File: src/design/rpp_pkg.sv
// rpp_pkg: shared types, constants and saturation helpers for the rotator position pid
// used by rpp_mul, rpp_isqrt and rotator_position_pid; no dependencies
package rpp_pkg;

  localparam int FRAC = 16;
  localparam int ARRIVAL_WINDOW_DEF = 65536;
  localparam int MUL_A_W = 32;
  localparam int MUL_B_W = 24;
  localparam int ROOT_IN_W = 56;

  typedef enum logic [1:0] {
    OP_SAMPLE = 2'd0,
    OP_START  = 2'd1,
    OP_STOP   = 2'd2
  } op_t;

  typedef enum logic [2:0] {
    CFG_KP     = 3'd0,
    CFG_KI     = 3'd1,
    CFG_KD     = 3'd2,
    CFG_PERIOD = 3'd3,
    CFG_BIAS   = 3'd4,
    CFG_ACCEL  = 3'd5,
    CFG_SPEED  = 3'd6,
    CFG_SETTLE = 3'd7
  } cfg_idx_t;

  localparam logic [23:0] KP_RST     = 24'd5242880;
  localparam logic [23:0] KI_RST     = 24'd26214;
  localparam logic [23:0] KD_RST     = 24'd131072;
  localparam logic [16:0] PERIOD_RST = 17'd655;
  localparam logic [16:0] BIAS_RST   = 17'd0;
  localparam logic [22:0] ACCEL_RST  = 23'd589824;
  localparam logic [23:0] SPEED_RST  = 24'd8388608;
  localparam logic [23:0] SETTLE_RST = 24'd98304;

  // clamp a 36-bit signed value into 32 bits
  function automatic logic signed [31:0] sat36(input logic signed [35:0] x);
    if (x > 36'sd2147483647) return 32'sh7fffffff;
    if (x < -36'sd2147483648) return 32'sh80000000;
    return x[31:0];
  endfunction

  // magnitude of a 32-bit signed value
  function automatic logic [31:0] mag32(input logic signed [31:0] x);
    return x[31] ? (~x + 32'd1) : x;
  endfunction

  // sign and magnitude to saturated 32-bit signed
  function automatic logic signed [31:0] ssat(input logic neg, input logic [47:0] m);
    if (neg) begin
      if (m >= 48'h80000000) return 32'sh80000000;
      return ~m[31:0] + 32'd1;
    end
    if (m > 48'h7fffffff) return 32'sh7fffffff;
    return m[31:0];
  endfunction

  // raw product scaled down with rounding, then signed saturation
  function automatic logic signed [31:0] mulq(input logic neg, input logic [55:0] p);
    logic [56:0] r;
    r = {1'b0, p} + (57'd1 << (FRAC - 1));
    return ssat(neg, {7'd0, r[FRAC +: 41]});
  endfunction

endpackage

File: src/design/rpp_mul.sv
// rpp_mul: shift-add multiplier, one multiplier bit per cycle
// depends on rpp_pkg
module rpp_mul import rpp_pkg::*; #(
  parameter int A_W = MUL_A_W,
  parameter int B_W = MUL_B_W
) (
  input  logic               clk,
  input  logic               rst,
  input  logic               start,
  input  logic [A_W-1:0]     a,
  input  logic [B_W-1:0]     b,
  output logic               done,
  output logic [A_W+B_W-1:0] product
);

  localparam int CW = (B_W > 1) ? $clog2(B_W) : 1;

  logic           busy;
  logic [CW-1:0]  cnt;
  logic [A_W-1:0] a_r;
  logic [A_W-1:0] hi;
  logic [B_W-1:0] lo;
  logic [A_W:0]   sum;

  assign sum = {1'b0, hi} + (lo[0] ? {1'b0, a_r} : {(A_W+1){1'b0}});
  assign product = {hi, lo};

  always_ff @(posedge clk) begin
    if (rst) begin
      busy <= 1'b0;
      done <= 1'b0;
      cnt  <= '0;
    end else begin
      done <= 1'b0;
      if (start) begin
        a_r  <= a;
        hi   <= '0;
        lo   <= b;
        cnt  <= '0;
        busy <= 1'b1;
      end else if (busy) begin
        hi <= sum[A_W:1];
        lo <= {sum[0], lo[B_W-1:1]};
        if (cnt == CW'(B_W - 1)) begin
          busy <= 1'b0;
          done <= 1'b1;
        end else begin
          cnt <= cnt + 1'b1;
        end
      end
    end
  end

endmodule

File: src/design/rpp_isqrt.sv
// rpp_isqrt: digit-by-digit integer square root, one root bit per cycle
// depends on rpp_pkg
module rpp_isqrt import rpp_pkg::*; #(
  parameter int IN_W = ROOT_IN_W
) (
  input  logic              clk,
  input  logic              rst,
  input  logic              start,
  input  logic [IN_W-1:0]   v,
  output logic              done,
  output logic [IN_W/2-1:0] root
);

  localparam int RW = IN_W / 2;
  localparam int CW = $clog2(RW);

  logic            busy;
  logic [CW-1:0]   cnt;
  logic [IN_W-1:0] vs;
  logic [RW+1:0]   rem;
  logic [RW+3:0]   rs;
  logic [RW+3:0]   trial;
  logic [RW+3:0]   diff;
  logic            ge;

  assign rs    = {rem, vs[IN_W-1 -: 2]};
  assign trial = {2'b00, root, 2'b01};
  assign ge    = rs >= trial;
  assign diff  = rs - trial;

  always_ff @(posedge clk) begin
    if (rst) begin
      busy <= 1'b0;
      done <= 1'b0;
      cnt  <= '0;
    end else begin
      done <= 1'b0;
      if (start) begin
        vs   <= v;
        rem  <= '0;
        root <= '0;
        cnt  <= '0;
        busy <= 1'b1;
      end else if (busy) begin
        vs   <= {vs[IN_W-3:0], 2'b00};
        rem  <= ge ? diff[RW+1:0] : rs[RW+1:0];
        root <= {root[RW-2:0], ge};
        if (cnt == CW'(RW - 1)) begin
          busy <= 1'b0;
          done <= 1'b1;
        end else begin
          cnt <= cnt + 1'b1;
        end
      end
    end
  end

endmodule

File: src/design/rotator_position_pid.sv
// rotator_position_pid: top level of the rotator position controller
// depends on rpp_pkg, rpp_mul and rpp_isqrt
//
// Position controller for an antenna rotator. A start item latches target and
// present drive speed, clears the integral and enables the loop; a stop item
// halts the motor and disables it. A sample item, with the loop enabled, checks
// arrival, and on a period tick runs the speed bound, PID, acceleration limit
// and speed clamp, all in Q15.16 with saturation. One item is worked on at a
// time. A control-tick sample makes six passes through the shared shift-add
// multiplier (one multiplier bit per cycle), and uses the square root unit
// (one root bit per cycle) and the restoring divider for the derivative (one
// quotient bit per cycle). The result sits in an output register; the next item
// is taken once it has been written there, so a stalled receiver adds its stall
// to the item time. Configuration is written through cfg_write/cfg_index/cfg_data.
module rotator_position_pid import rpp_pkg::*; #(
  parameter int ARRIVAL_WINDOW = ARRIVAL_WINDOW_DEF
) (
  input  logic               clk,
  input  logic               rst,
  // configuration
  input  logic               cfg_write,
  input  logic [2:0]         cfg_index,
  input  logic [23:0]        cfg_data,
  // input items
  input  logic               in_valid,
  output logic               in_ready,
  input  logic [1:0]         operation,
  input  logic               period_tick,
  input  logic signed [31:0] position,
  input  logic signed [31:0] encoder_speed,
  input  logic signed [31:0] target_position,
  input  logic signed [31:0] present_drive,
  // result items
  output logic               out_valid,
  input  logic               out_ready,
  output logic signed [31:0] drive_speed,
  output logic               drive_update,
  output logic               motor_halt,
  output logic               loop_enabled,
  output logic               move_done
);

  typedef enum logic [3:0] {
    S_IDLE, S_DECODE, S_ROOTMUL, S_ROOT, S_INTMUL, S_DIV, S_DER,
    S_PMUL, S_IMUL, S_DMUL, S_LIMMUL, S_LIMIT, S_FIN
  } state_t;

  state_t state;

  // configuration registers
  logic [23:0] gain_proportional, gain_integral, gain_derivative;
  logic [16:0] loop_period, output_bias;
  logic [22:0] accel_limit;
  logic [23:0] speed_limit, settle_speed;

  // latched item
  op_t                op_q;
  logic               tick_q;
  logic signed [31:0] pos_q, enc_q, tgt_q, drv_q;

  // controller state
  logic               enabled_flag, aiming_flag;
  logic signed [31:0] held_target, commanded_speed, integral_sum, previous_error;

  // working registers
  logic signed [31:0] err, serr, der, o_q;
  logic signed [35:0] acc;
  logic [39:0]        lim;
  logic               dd_neg;
  logic [47:0]        div_n;
  logic [16:0]        div_r;
  logic [5:0]         div_cnt;

  // result being built
  logic signed [31:0] res_speed;
  logic               res_update, res_halt, res_done;

  // shared units
  logic        mul_start, mul_done;
  logic [31:0] mul_a;
  logic [23:0] mul_b;
  logic [55:0] mul_p;
  logic        sq_start, sq_done;
  logic [27:0] root;

  rpp_mul #(.A_W(MUL_A_W), .B_W(MUL_B_W)) u_mul (
    .clk(clk), .rst(rst), .start(mul_start), .a(mul_a), .b(mul_b),
    .done(mul_done), .product(mul_p)
  );

  rpp_isqrt #(.IN_W(ROOT_IN_W)) u_sqrt (
    .clk(clk), .rst(rst), .start(sq_start), .v(mul_p),
    .done(sq_done), .root(root)
  );

  assign in_ready = (state == S_IDLE);

  // a zero period counts as one lsb
  logic [16:0] per_eff;
  assign per_eff = (loop_period == 17'd0) ? 17'd1 : loop_period;

  // position error against the held target and arrival test
  logic signed [31:0] err_c;
  logic [31:0]        ae_c, enc_mag;
  logic               arrive;
  assign err_c   = sat36({{4{held_target[31]}}, held_target} - {{4{pos_q[31]}}, pos_q});
  assign ae_c    = mag32(err_c);
  assign enc_mag = mag32(enc_q);
  assign arrive  = (ae_c < 32'(ARRIVAL_WINDOW)) && (enc_mag <= {8'd0, settle_speed});

  // speed error from the signed bound
  logic signed [31:0] bound, serr_c;
  assign bound  = err[31] ? -$signed({4'd0, root}) : $signed({4'd0, root});
  assign serr_c = sat36({{4{bound[31]}}, bound} - {{4{commanded_speed[31]}}, commanded_speed});

  // integral update and derivative numerator
  logic signed [31:0] mq, integ_c, dd_c;
  assign mq      = mulq(serr[31], mul_p);
  assign integ_c = sat36({{4{integral_sum[31]}}, integral_sum} + {{4{mq[31]}}, mq});
  assign dd_c    = sat36({{4{serr[31]}}, serr} - {{4{previous_error[31]}}, previous_error});

  // product of the current multiply, with the sign of its value operand
  logic               mq_neg;
  logic signed [31:0] mq_sel;
  always_comb begin
    case (state)
      S_IMUL:  mq_neg = integral_sum[31];
      S_DMUL:  mq_neg = der[31];
      default: mq_neg = serr[31];
    endcase
  end
  assign mq_sel = mulq(mq_neg, mul_p);

  logic signed [35:0] acc_sum;
  assign acc_sum = acc + {{4{mq_sel[31]}}, mq_sel} + {19'd0, output_bias};

  // divider step
  logic [17:0] div_rs;
  logic        div_ge;
  assign div_rs = {div_r, div_n[47]};
  assign div_ge = div_rs >= {1'b0, per_eff};
  logic [17:0] div_diff;
  assign div_diff = div_rs - {1'b0, per_eff};

  // acceleration limit and speed clamp
  logic signed [35:0] delta, o_lim36;
  logic [35:0]        dmag;
  logic [24:0]        step;
  logic signed [31:0] o_lim, o_fin;
  logic [31:0]        olim_mag;
  always_comb begin
    delta = {{4{o_q[31]}}, o_q} - {{4{commanded_speed[31]}}, commanded_speed};
    dmag  = delta[35] ? (~delta + 36'd1) : delta;
    step  = 25'((lim + (40'd1 << (FRAC - 1))) >> FRAC);
    if (dmag > {12'd0, lim[39:FRAC]}) begin
      o_lim36 = delta[35]
              ? {{4{commanded_speed[31]}}, commanded_speed} - {11'd0, step}
              : {{4{commanded_speed[31]}}, commanded_speed} + {11'd0, step};
    end else begin
      o_lim36 = {{4{o_q[31]}}, o_q};
    end
    o_lim    = sat36(o_lim36);
    olim_mag = mag32(o_lim);
    if (olim_mag > {8'd0, speed_limit}) begin
      o_fin = o_lim[31] ? -$signed({8'd0, speed_limit}) : $signed({8'd0, speed_limit});
    end else begin
      o_fin = o_lim;
    end
  end

  // configuration writes
  always_ff @(posedge clk) begin
    if (rst) begin
      gain_proportional <= KP_RST;
      gain_integral     <= KI_RST;
      gain_derivative   <= KD_RST;
      loop_period       <= PERIOD_RST;
      output_bias       <= BIAS_RST;
      accel_limit       <= ACCEL_RST;
      speed_limit       <= SPEED_RST;
      settle_speed      <= SETTLE_RST;
    end else if (cfg_write) begin
      case (cfg_idx_t'(cfg_index))
        CFG_KP:     gain_proportional <= cfg_data;
        CFG_KI:     gain_integral     <= cfg_data;
        CFG_KD:     gain_derivative   <= cfg_data;
        CFG_PERIOD: loop_period       <= cfg_data[16:0];
        CFG_BIAS:   output_bias       <= cfg_data[16:0];
        CFG_ACCEL:  accel_limit       <= cfg_data[22:0];
        CFG_SPEED:  speed_limit       <= cfg_data;
        CFG_SETTLE: settle_speed      <= cfg_data;
        default: ;
      endcase
    end
  end

  // sequencer
  always_ff @(posedge clk) begin
    if (rst) begin
      state           <= S_IDLE;
      out_valid       <= 1'b0;
      mul_start       <= 1'b0;
      sq_start        <= 1'b0;
      enabled_flag    <= 1'b0;
      aiming_flag     <= 1'b0;
      held_target     <= '0;
      commanded_speed <= '0;
      integral_sum    <= '0;
      previous_error  <= '0;
    end else begin
      mul_start <= 1'b0;
      sq_start  <= 1'b0;
      if (out_valid && out_ready && state != S_FIN) begin
        out_valid <= 1'b0;
      end
      case (state)
        S_IDLE: begin
          if (in_valid) begin
            op_q   <= op_t'(operation);
            tick_q <= period_tick;
            pos_q  <= position;
            enc_q  <= encoder_speed;
            tgt_q  <= target_position;
            drv_q  <= present_drive;
            state  <= S_DECODE;
          end
        end
        S_DECODE: begin
          res_speed  <= '0;
          res_update <= 1'b0;
          res_halt   <= 1'b0;
          res_done   <= 1'b0;
          state      <= S_FIN;
          case (op_q)
            OP_START: begin
              held_target     <= tgt_q;
              commanded_speed <= drv_q;
              integral_sum    <= '0;
              previous_error  <= '0;
              aiming_flag     <= 1'b1;
              enabled_flag    <= 1'b1;
            end
            OP_STOP: begin
              aiming_flag     <= 1'b0;
              commanded_speed <= drv_q;
              enabled_flag    <= 1'b0;
              res_halt        <= 1'b1;
            end
            OP_SAMPLE: begin
              if (enabled_flag) begin
                if (arrive) begin
                  res_halt     <= 1'b1;
                  integral_sum <= '0;
                  if (aiming_flag) begin
                    res_done     <= 1'b1;
                    aiming_flag  <= 1'b0;
                    enabled_flag <= 1'b0;
                  end
                end else if (tick_q) begin
                  // bound squared: 2 * accel * |e|
                  err       <= err_c;
                  mul_a     <= ae_c;
                  mul_b     <= {accel_limit, 1'b0};
                  mul_start <= 1'b1;
                  state     <= S_ROOTMUL;
                end
              end
            end
            default: ;
          endcase
        end
        S_ROOTMUL: begin
          if (mul_done) begin
            sq_start <= 1'b1;
            state    <= S_ROOT;
          end
        end
        S_ROOT: begin
          if (sq_done) begin
            serr      <= serr_c;
            mul_a     <= mag32(serr_c);
            mul_b     <= {7'd0, per_eff};
            mul_start <= 1'b1;
            state     <= S_INTMUL;
          end
        end
        S_INTMUL: begin
          if (mul_done) begin
            integral_sum <= integ_c;
            dd_neg       <= dd_c[31];
            // rounded quotient: (|d| << frac + per/2) / per
            div_n        <= {mag32(dd_c), 16'd0} + {32'd0, per_eff[16:1]};
            div_r        <= '0;
            div_cnt      <= '0;
            state        <= S_DIV;
          end
        end
        S_DIV: begin
          div_r   <= div_ge ? div_diff[16:0] : div_rs[16:0];
          div_n   <= {div_n[46:0], div_ge};
          div_cnt <= div_cnt + 1'b1;
          if (div_cnt == 6'd47) begin
            state <= S_DER;
          end
        end
        S_DER: begin
          der       <= ssat(dd_neg, div_n);
          mul_a     <= mag32(serr);
          mul_b     <= gain_proportional;
          mul_start <= 1'b1;
          state     <= S_PMUL;
        end
        S_PMUL: begin
          if (mul_done) begin
            acc       <= {{4{mq_sel[31]}}, mq_sel};
            mul_a     <= mag32(integral_sum);
            mul_b     <= gain_integral;
            mul_start <= 1'b1;
            state     <= S_IMUL;
          end
        end
        S_IMUL: begin
          if (mul_done) begin
            acc       <= acc + {{4{mq_sel[31]}}, mq_sel};
            mul_a     <= mag32(der);
            mul_b     <= gain_derivative;
            mul_start <= 1'b1;
            state     <= S_DMUL;
          end
        end
        S_DMUL: begin
          if (mul_done) begin
            o_q            <= sat36(acc_sum);
            previous_error <= serr;
            // acceleration step: accel * period
            mul_a          <= {15'd0, per_eff};
            mul_b          <= {1'b0, accel_limit};
            mul_start      <= 1'b1;
            state          <= S_LIMMUL;
          end
        end
        S_LIMMUL: begin
          if (mul_done) begin
            lim   <= mul_p[39:0];
            state <= S_LIMIT;
          end
        end
        S_LIMIT: begin
          aiming_flag     <= 1'b1;
          commanded_speed <= o_fin;
          res_speed       <= o_fin;
          res_update      <= 1'b1;
          state           <= S_FIN;
        end
        S_FIN: begin
          // hand the item to the output register once it is free
          if (!out_valid || out_ready) begin
            out_valid    <= 1'b1;
            drive_speed  <= res_speed;
            drive_update <= res_update;
            motor_halt   <= res_halt;
            move_done    <= res_done;
            loop_enabled <= enabled_flag;
            state        <= S_IDLE;
          end
        end
        default: state <= S_IDLE;
      endcase
    end
  end

  // units are only ever busy while an item is in progress
  a_idle_no_mul: assert property (@(posedge clk) disable iff (rst)
    in_ready |-> !mul_done && !sq_done)
    else $error("arithmetic unit finished while idle");

  // a completed move always halts and leaves the loop disabled
  a_done_halts: assert property (@(posedge clk) disable iff (rst)
    out_valid && move_done |-> motor_halt && !loop_enabled && !drive_update)
    else $error("move_done without halt");

  // an update never comes with a halt
  a_update_excl: assert property (@(posedge clk) disable iff (rst)
    out_valid && drive_update |-> !motor_halt && loop_enabled)
    else $error("drive update together with halt");

  // a new result only appears from the final state
  a_result_src: assert property (@(posedge clk) disable iff (rst)
    $rose(out_valid) |-> $past(state) == S_FIN)
    else $error("result raised outside the final state");

endmodule

File: config.mk
export PLATFORM = sky130hd
export DESIGN_NAME = rotator_position_pid
export DESIGN_NICKNAME = d
export VERILOG_FILES = /design/src/design/rpp_pkg.sv /design/src/design/rpp_mul.sv /design/src/design/rpp_isqrt.sv /design/src/design/rotator_position_pid.sv
export SDC_FILE = /design/constraint.sdc
export NUM_CORES = 2
export LEC_CHECK = 0
export BUFFER_PORTS_ARGS = -buffer_cell sky130_fd_sc_hd__buf_2
export CAP_MARGIN = 20
export CORE_ASPECT_RATIO = 0.75
export CORE_MARGIN = 2
export CORE_UTILIZATION = 55
export DETAILED_ROUTE_END_ITERATION = 7
export PLACE_DENSITY = 0.77
export SLEW_MARGIN = 15
export SYNTH_ARGS = -nofsm -noshare
export SYNTH_HDL_FRONTEND = slang
export SYNTH_SLANG_ARGS = --single-unit
File: constraint.sdc
create_clock -name clk -period 35.5 [get_ports clk]
set_input_delay 3.55 -clock clk [delete_from_list [all_inputs] [get_ports clk]]
set_output_delay 3.55 -clock clk [all_outputs]
set_load 0.05 [all_outputs]
After elaboration in Yosys (flattened, before gate mapping)
Index checks and enable logic that the tools add are counted.
W data, S select, Z words.
{ "totals": {"register_bits": 1064, "output_inout_bits": 38} }
{ "classes": {"add_sub_neg": 31, "magnitude_cmp": 22, "eq_ne": 45, "n_mux": 194, "n_bitwise": 18, "reduce_logical": 59} }
{ "ops": {"columns": ["cell", "n"], "rows": [
  ["$mux W32", 68],
  ["$add A32 B1 Y32 const B", 10],
  ["$not A32 Y32", 10],
  ["$pmux W32 S2", 5],
  ["$mux W24", 10],
  ["$pmux W32 S6", 1],
  ["$mux W36", 5],
  ["$pmux W24 S6", 1],
  ["$gt A33 B32 Y1 const B", 4],
  ["$lt A33 B32 Y1 const B", 4],
  ["$sub A32 B32 Y33", 4],
  ["$mux W56", 2],
  ["$pmux W48 S2", 1],
  ["$gt A36 B32 Y1 const B", 2],
  ["$lt A36 B32 Y1 const B", 2],
  ["$pmux W36 S2", 1],
  ["$mux W1", 68],
  ["$mux W30", 2],
  ["$add A56 B16 Y57 const B", 1],
  ["$mux W4", 14],
  ["$pmux W4 S13", 1],
  ["$mux W17", 3],
  ["$add A48 B16 Y48", 1],
  ["$ge A48 B32 Y1 const B", 1],
  ["68 further kinds", 148]
]} }

Longest topological paths before layout
{ "depth": {"ltp_word": 22, "mapped_depth": 55, "depth_no_buf": 51} }

Hierarchy
A second synthesis with hierarchy kept.
{ "hier_totals": {"cells_unflattened": 8267, "area_unflattened_um2": 72463.2} }
{ "modules_own_cells": {"columns": ["mod", "instances", "cells_each", "area_each_um2", "seq_area_each_um2"], "rows": [
  ["rotator_position_pid", 1, 7201, 60324.1, 20940.1],
  ["rpp_isqrt", 1, 582, 6713.9, 3563.4],
  ["rpp_mul", 1, 484, 5425.2, 2782.7]
]} }

Worst setup path after synthesis
No wires, ideal clock.
{ "synth_timing": {"path_type": "register to register", "start": "register held_target[0]", "end": "register mul_a[0], enable pin", "arrival_ps": 13681, "required_time_ps": 34731, "path_slack_ps": 21051, "path_stages_with_launch": 28, "n_path_buf": 3, "period_less_slack_ps": 14449, "path_cell_list": "dfxtp_1 > inv_1 > ha_1 > inv_1 > fa_1 > a211oi_1 > o21ai_1 > a211oi_1 > o31a_1 > a211oi_1 > o21ai_1 > a211o_1 > and2_1 > clkbuf_1 > o2111a_1 > buf_2 > o21bai_1 > clkbuf_1 > nand2_1 > ha_1 > o211a_1 > nand4b_1 > o311ai_0 > a22oi_1 > nand4_1 > nor4_2 > nand2b_1 > a2111oi_0"} }
{ "synth_via": {"elab_chain_len": 13, "word_cells_on_any_way": 16, "classes_between": "2 x add/sub; 3 x order compare; 1 x eq/ne; 7 x mux; 1 x bitwise; 2 x reduce/logical"} }
{ "synth_lines": {"columns": ["element", "line_no", "rtl"], "rows": [
  ["start: declaration", "rotator_position_pid.sv:63", "logic signed [31:0] held_target, commanded_speed, integral_sum, previous_error;"],
  ["start signal: assignment", "rotator_position_pid.sv:236", "held_target <= tgt_q;"],
  ["$sub A32 B32 Y33 *", "rotator_position_pid.sv:106", "assign err_c = sat36({{4{held_target[31]}}, held_target} - {{4{pos_q[31]}}, pos_q});"],
  ["$lt A33 B32 Y1", "rpp_pkg.sv:40", "if (x < -36'sd2147483648) return 32'sh80000000;"],
  ["$mux W1 (2 in a row)", "rpp_pkg.sv:40", null],
  ["$mux W32", "rpp_pkg.sv:41", "return x[31:0];"],
  ["$mux W32 *", "rpp_pkg.sv:40", null],
  ["$not A32 Y32", "rpp_pkg.sv:46", "return x[31] ? (~x + 32'd1) : x;"],
  ["$add A32 B1 Y32", "rpp_pkg.sv:46", null],
  ["$mux W32 *", "rpp_pkg.sv:46", null],
  ["$lt A32 B17 Y1 *", "rotator_position_pid.sv:109", "assign arrive = (ae_c < 32'(ARRIVAL_WINDOW)) && (enc_mag <= {8'd0, settle_speed});"],
  ["$logic_and A1 B1 Y1 *", "rotator_position_pid.sv:109", null],
  ["$ne A2 B2 Y1 (no source line) *", null, null],
  ["$reduce_and A10 Y1 (no source line) *", null, null],
  ["end signal: assignment", "rotator_position_pid.sv:281", "mul_a <= mag32(serr_c);"],
  ["end signal: assignment", "rotator_position_pid.sv:308", "mul_a <= mag32(serr);"],
  ["end signal: assignment", "rotator_position_pid.sv:316", "mul_a <= mag32(integral_sum);"],
  ["end: declaration", "rotator_position_pid.sv:80", "logic [31:0] mul_a;"]
]} }
Every way passes the cells marked *; elsewhere a longest branch is shown, timed or not. The select of a mux whose other input is x is not followed.
A chain may end at the register's enable or synchronous reset.

Worst setup path in the final report
{ "layout_timing": {"start": "register o_q[15]", "end": "register res_speed[29], data pin"} }
{ "layout_via": {"elab_chain_len": 17, "word_cells_on_any_way": 22, "classes_between": "3 x add/sub; 4 x order compare; 13 x mux; 2 x bitwise"} }
{ "layout_lines": {"columns": ["element", "line_no", "rtl"], "rows": [
  ["start: declaration", "rotator_position_pid.sv:66", "logic signed [31:0] err, serr, der, o_q;"],
  ["start signal: assignment", "rotator_position_pid.sv:333", "o_q <= sat36(acc_sum);"],
  ["$sub A32 B32 Y33", "rotator_position_pid.sv:152", "delta = {{4{o_q[31]}}, o_q} - {{4{commanded_speed[31]}}, commanded_speed};"],
  ["$not A36 Y36", "rotator_position_pid.sv:153", "dmag = delta[35] ? (~delta + 36'd1) : delta;"],
  ["$add A36 B1 Y36", "rotator_position_pid.sv:153", null],
  ["$mux W36", "rotator_position_pid.sv:153", null],
  ["$gt A36 B24 Y1", "rotator_position_pid.sv:155", "if (dmag > {12'd0, lim[39:FRAC]}) begin"],
  ["$mux W36 *", "rotator_position_pid.sv:155", null],
  ["$lt A36 B32 Y1", "rpp_pkg.sv:40", null],
  ["$mux W1 (2 in a row)", "rpp_pkg.sv:40", null],
  ["$mux W32", "rpp_pkg.sv:41", null],
  ["$mux W32 *", "rpp_pkg.sv:40", null],
  ["$not A32 Y32", "rpp_pkg.sv:46", null],
  ["$add A32 B1 Y32", "rpp_pkg.sv:46", null],
  ["$mux W32", "rpp_pkg.sv:46", null],
  ["$gt A32 B24 Y1", "rotator_position_pid.sv:164", "if (olim_mag > {8'd0, speed_limit}) begin"],
  ["$mux W32 *", "rotator_position_pid.sv:164", null],
  ["$pmux W32 S2 *", "rotator_position_pid.sv:216", "case (state)"],
  ["end signal: assignment", "rotator_position_pid.sv:351", "res_speed <= o_fin;"],
  ["end: declaration", "rotator_position_pid.sv:75", "logic signed [31:0] res_speed;"]
]} }
Marked as above.

==> metrics.yaml <==
run_status:
  outcome: "finished with violations"
  violations: "max-capacitance violations, max-slew violations"
finish:
  top_register: "u_sqrt.vs"
  post-route-util_pct: 60.4
  largest_reg_flops: 56
  syn2layout_area_growth_pct: 8.93
  finalNonFillerCells: 10100
  largestRegisters: "u_sqrt.vs x56, div_n x48, acc x36"
  fillCellCount: 11200
  layout.nets: 8843
  finalInstanceArea_um2: 77900
  drive_gt1_share_pct: 8.88
global_route:
  grt_util_all_layers_pct: 39.3
  antenna_found_initial: 39
  grt_max_degree: 96
  grt_pass1_wl_mm: 388
  first_global_vias: 59100
  grt_overflow: 0
floorplan:
  die_x_um: 420
  core_um2: 129000
  die-area_um2: 133000
  rows: 114
  die_y_um: 316
  num_io_pins: 201
  initial_core_util_pct: 55.5
sta:
  setup_violations: 0
  tightestPinTransition_ns: 1.52
  slew-limit-headroom_pct: -2.94
  setup_ws_ns: 21.03
  holdWs_ns: 0.414
  fin_skew_ns: 0.0498
  fin_crit_ns: 14.47
  max_freq_mhz: 69.1
  hold_viol: 0
  tns_ns: 0
  rsz0062_at_grt: "no"
  min_period_over_period_pct: 40.8
  drv_slew: 2
drt:
  drt_wl_total_mm: 269
  drc_errors: 0
  first_pass_iters: 7
  drtIter0Drc: 9419
  via_per_inst: 6.53
  avgRoutedWirePerCell_um: 26.6
  route.vias.total: 65900
  antenna_left: 0
logic_synthesis:
  synth-async-reset-ratio_pct: 0
  synth.avg_cell_area_um2: 8.71
  syn_nets: 8800
  synth_area_leaders: "edfxtp_1, dfxtp_1, ha_1"
  syn_inst: 8208
  ys_seq_area_share_pct: 38.1
  synth.most_common_cell: "nand2_1"
  synth_top_flop_cell: "edfxtp_1"
  synth_common_cells: "nand2_1, a21oi_1, nor2_1, edfxtp_1, o21ai_0"
  ys_ff_latch: 1018
  yosys.area.top_type_share_pct: 29.0
  synthesis.area_um2: 71500
  synth-edff-count: 690
  synth_warnings: 0
  synth_area_leader_cell: "edfxtp_1"
  synth_cell_types: 111
place:
  port_buffers: 200
  place_congestion: 1.12
  post-place-ws_ns: 21.65
  postPlaceCellArea_um2: 74200
  dp_cells: 9880
  hpwl_mm: 209
power:
  leakagePower_nw: 29.1
  powerDensity_nw_per_um2: 59.9
  max-vdd-ir-drop_uv: 56.7
  total_power_mw: 4.66
job:
  maxCapViolCount: 1
clock_network:
  cts_tree: "done"
  postCtsSetupBuffers: 0
  cts.repair.resized: 0
  cts.clk_slew.worst_paths_ns: 0.06
  htree_levels: 3
  cts_made_buffers: 104
  root_buffer: "clkbuf_16"
  clk_latency_ns: 0.80
  cts_sinks: 1018
  holdBufCountCts: 0
  cts.path.max_buffers: 3
min_path:
  hold_path.class: "register to register"
setup_path:
  slowest_delay_ns: 0.75
  worstPathMaxFanout: 39
  crit_type: "register to register"
  end_kind: "register"
  cp.arrival_ns: 14.95
  startpoint_type: "register"
  crit_required_ns: 35.98
  crit_slowest_cell: "mux2i_1"
## layout make-up
class / count / area, um^2 / share of cell area (%)
Clock inverter: 64 / 694 / 0.891
Sequential cell: 1018 / 27300 / 35.0
Tap cell: 1740 / 2180 / 2.79
Multi-Input combinational cell: 6409 / 41400 / 53.2
Clock buffer: 134 / 2870 / 3.68
Timing Repair Buffer: 318 / 1940 / 2.48
Antenna cell: 13 / 32.5 / 0.0418
Inverter: 400 / 1500 / 1.93
## worst paths after layout
| path | startpoint | to | slack [ns] | cells past startpoint |
|---|---|---|---|---|
| max | o_q[15] | res_speed[29] | 21.03 | 46 |
| min | res_speed[29] | drive_speed[29] | 0.41 | 0 |
| min reg2reg | res_speed[29] | drive_speed[29] | 0.41 | 0 |
| max reg2reg | o_q[15] | res_speed[29] | 21.03 | 46 |
## where the power goes
group | switching, mW | internal (mW)
registers | 0.0890 | 1.42
clock network | 0.527 | 0.631
logic | 1.37 | 0.622
total | 1.99 | 2.68
## placed cells by master (no fill, tap or decap), types with 104 or more instances in the layout
| master | instances |
|---|---|
| nand3_1 | 157 |
| a21o_1 | 132 |
| edfxtp_1 | 690 |
| xor2_1 | 209 |
| buf_2 | 199 |
| nand2_1 | 1017 |
| clkbuf_16 | 107 |
| nor3_1 | 177 |
| a21oi_1 | 732 |
| nor2_1 | 722 |
| ha_1 | 419 |
| nand2b_1 | 104 |
| buf_4 | 112 |
| dfxtp_1 | 325 |
| o21ai_0 | 486 |
| mux2i_1 | 145 |
| inv_1 | 399 |
| xnor2_1 | 396 |
## cell families (layout without fill, tap and decap cells)
kind of cell	after synthesis	count (layout)	synth area share, %
buffers and inverters	781	916	4.25
AOI/OAI and AO/OA	2264	2264	20.0
xor gates and xnor gates	606	606	7.42
other	0	13	0
adders and majority gates	459	459	8.03
and+or+nand+nor	2828	2828	18.5
muxes	252	252	3.71
DFF	1018	1018	38.1
## worst max-delay path: cells and delay by family (launching register included)
family | cells | cell delay [ns]
muxes | 1 | 0.75
AOI/OAI and AO/OA | 24 | 6.12
adders and majority gates | 4 | 1.58
and+or+nand+nor | 11 | 3.67
buffers and inverters | 3 | 1.11
DFF | 1 | 0.45
xor gates and xnor gates | 3 | 0.43
## metal layers
metal	vias to the layer above	track usage (%)	share of wire, %
li1	29900	-	-
met1	31600	56.4	42
met2	3808	54.1	40
met3	526	14.8	14
met5	-	0	0.089
met4	34	12.7	3.7
Note: power is estimated with default switching activity, not from simulation.
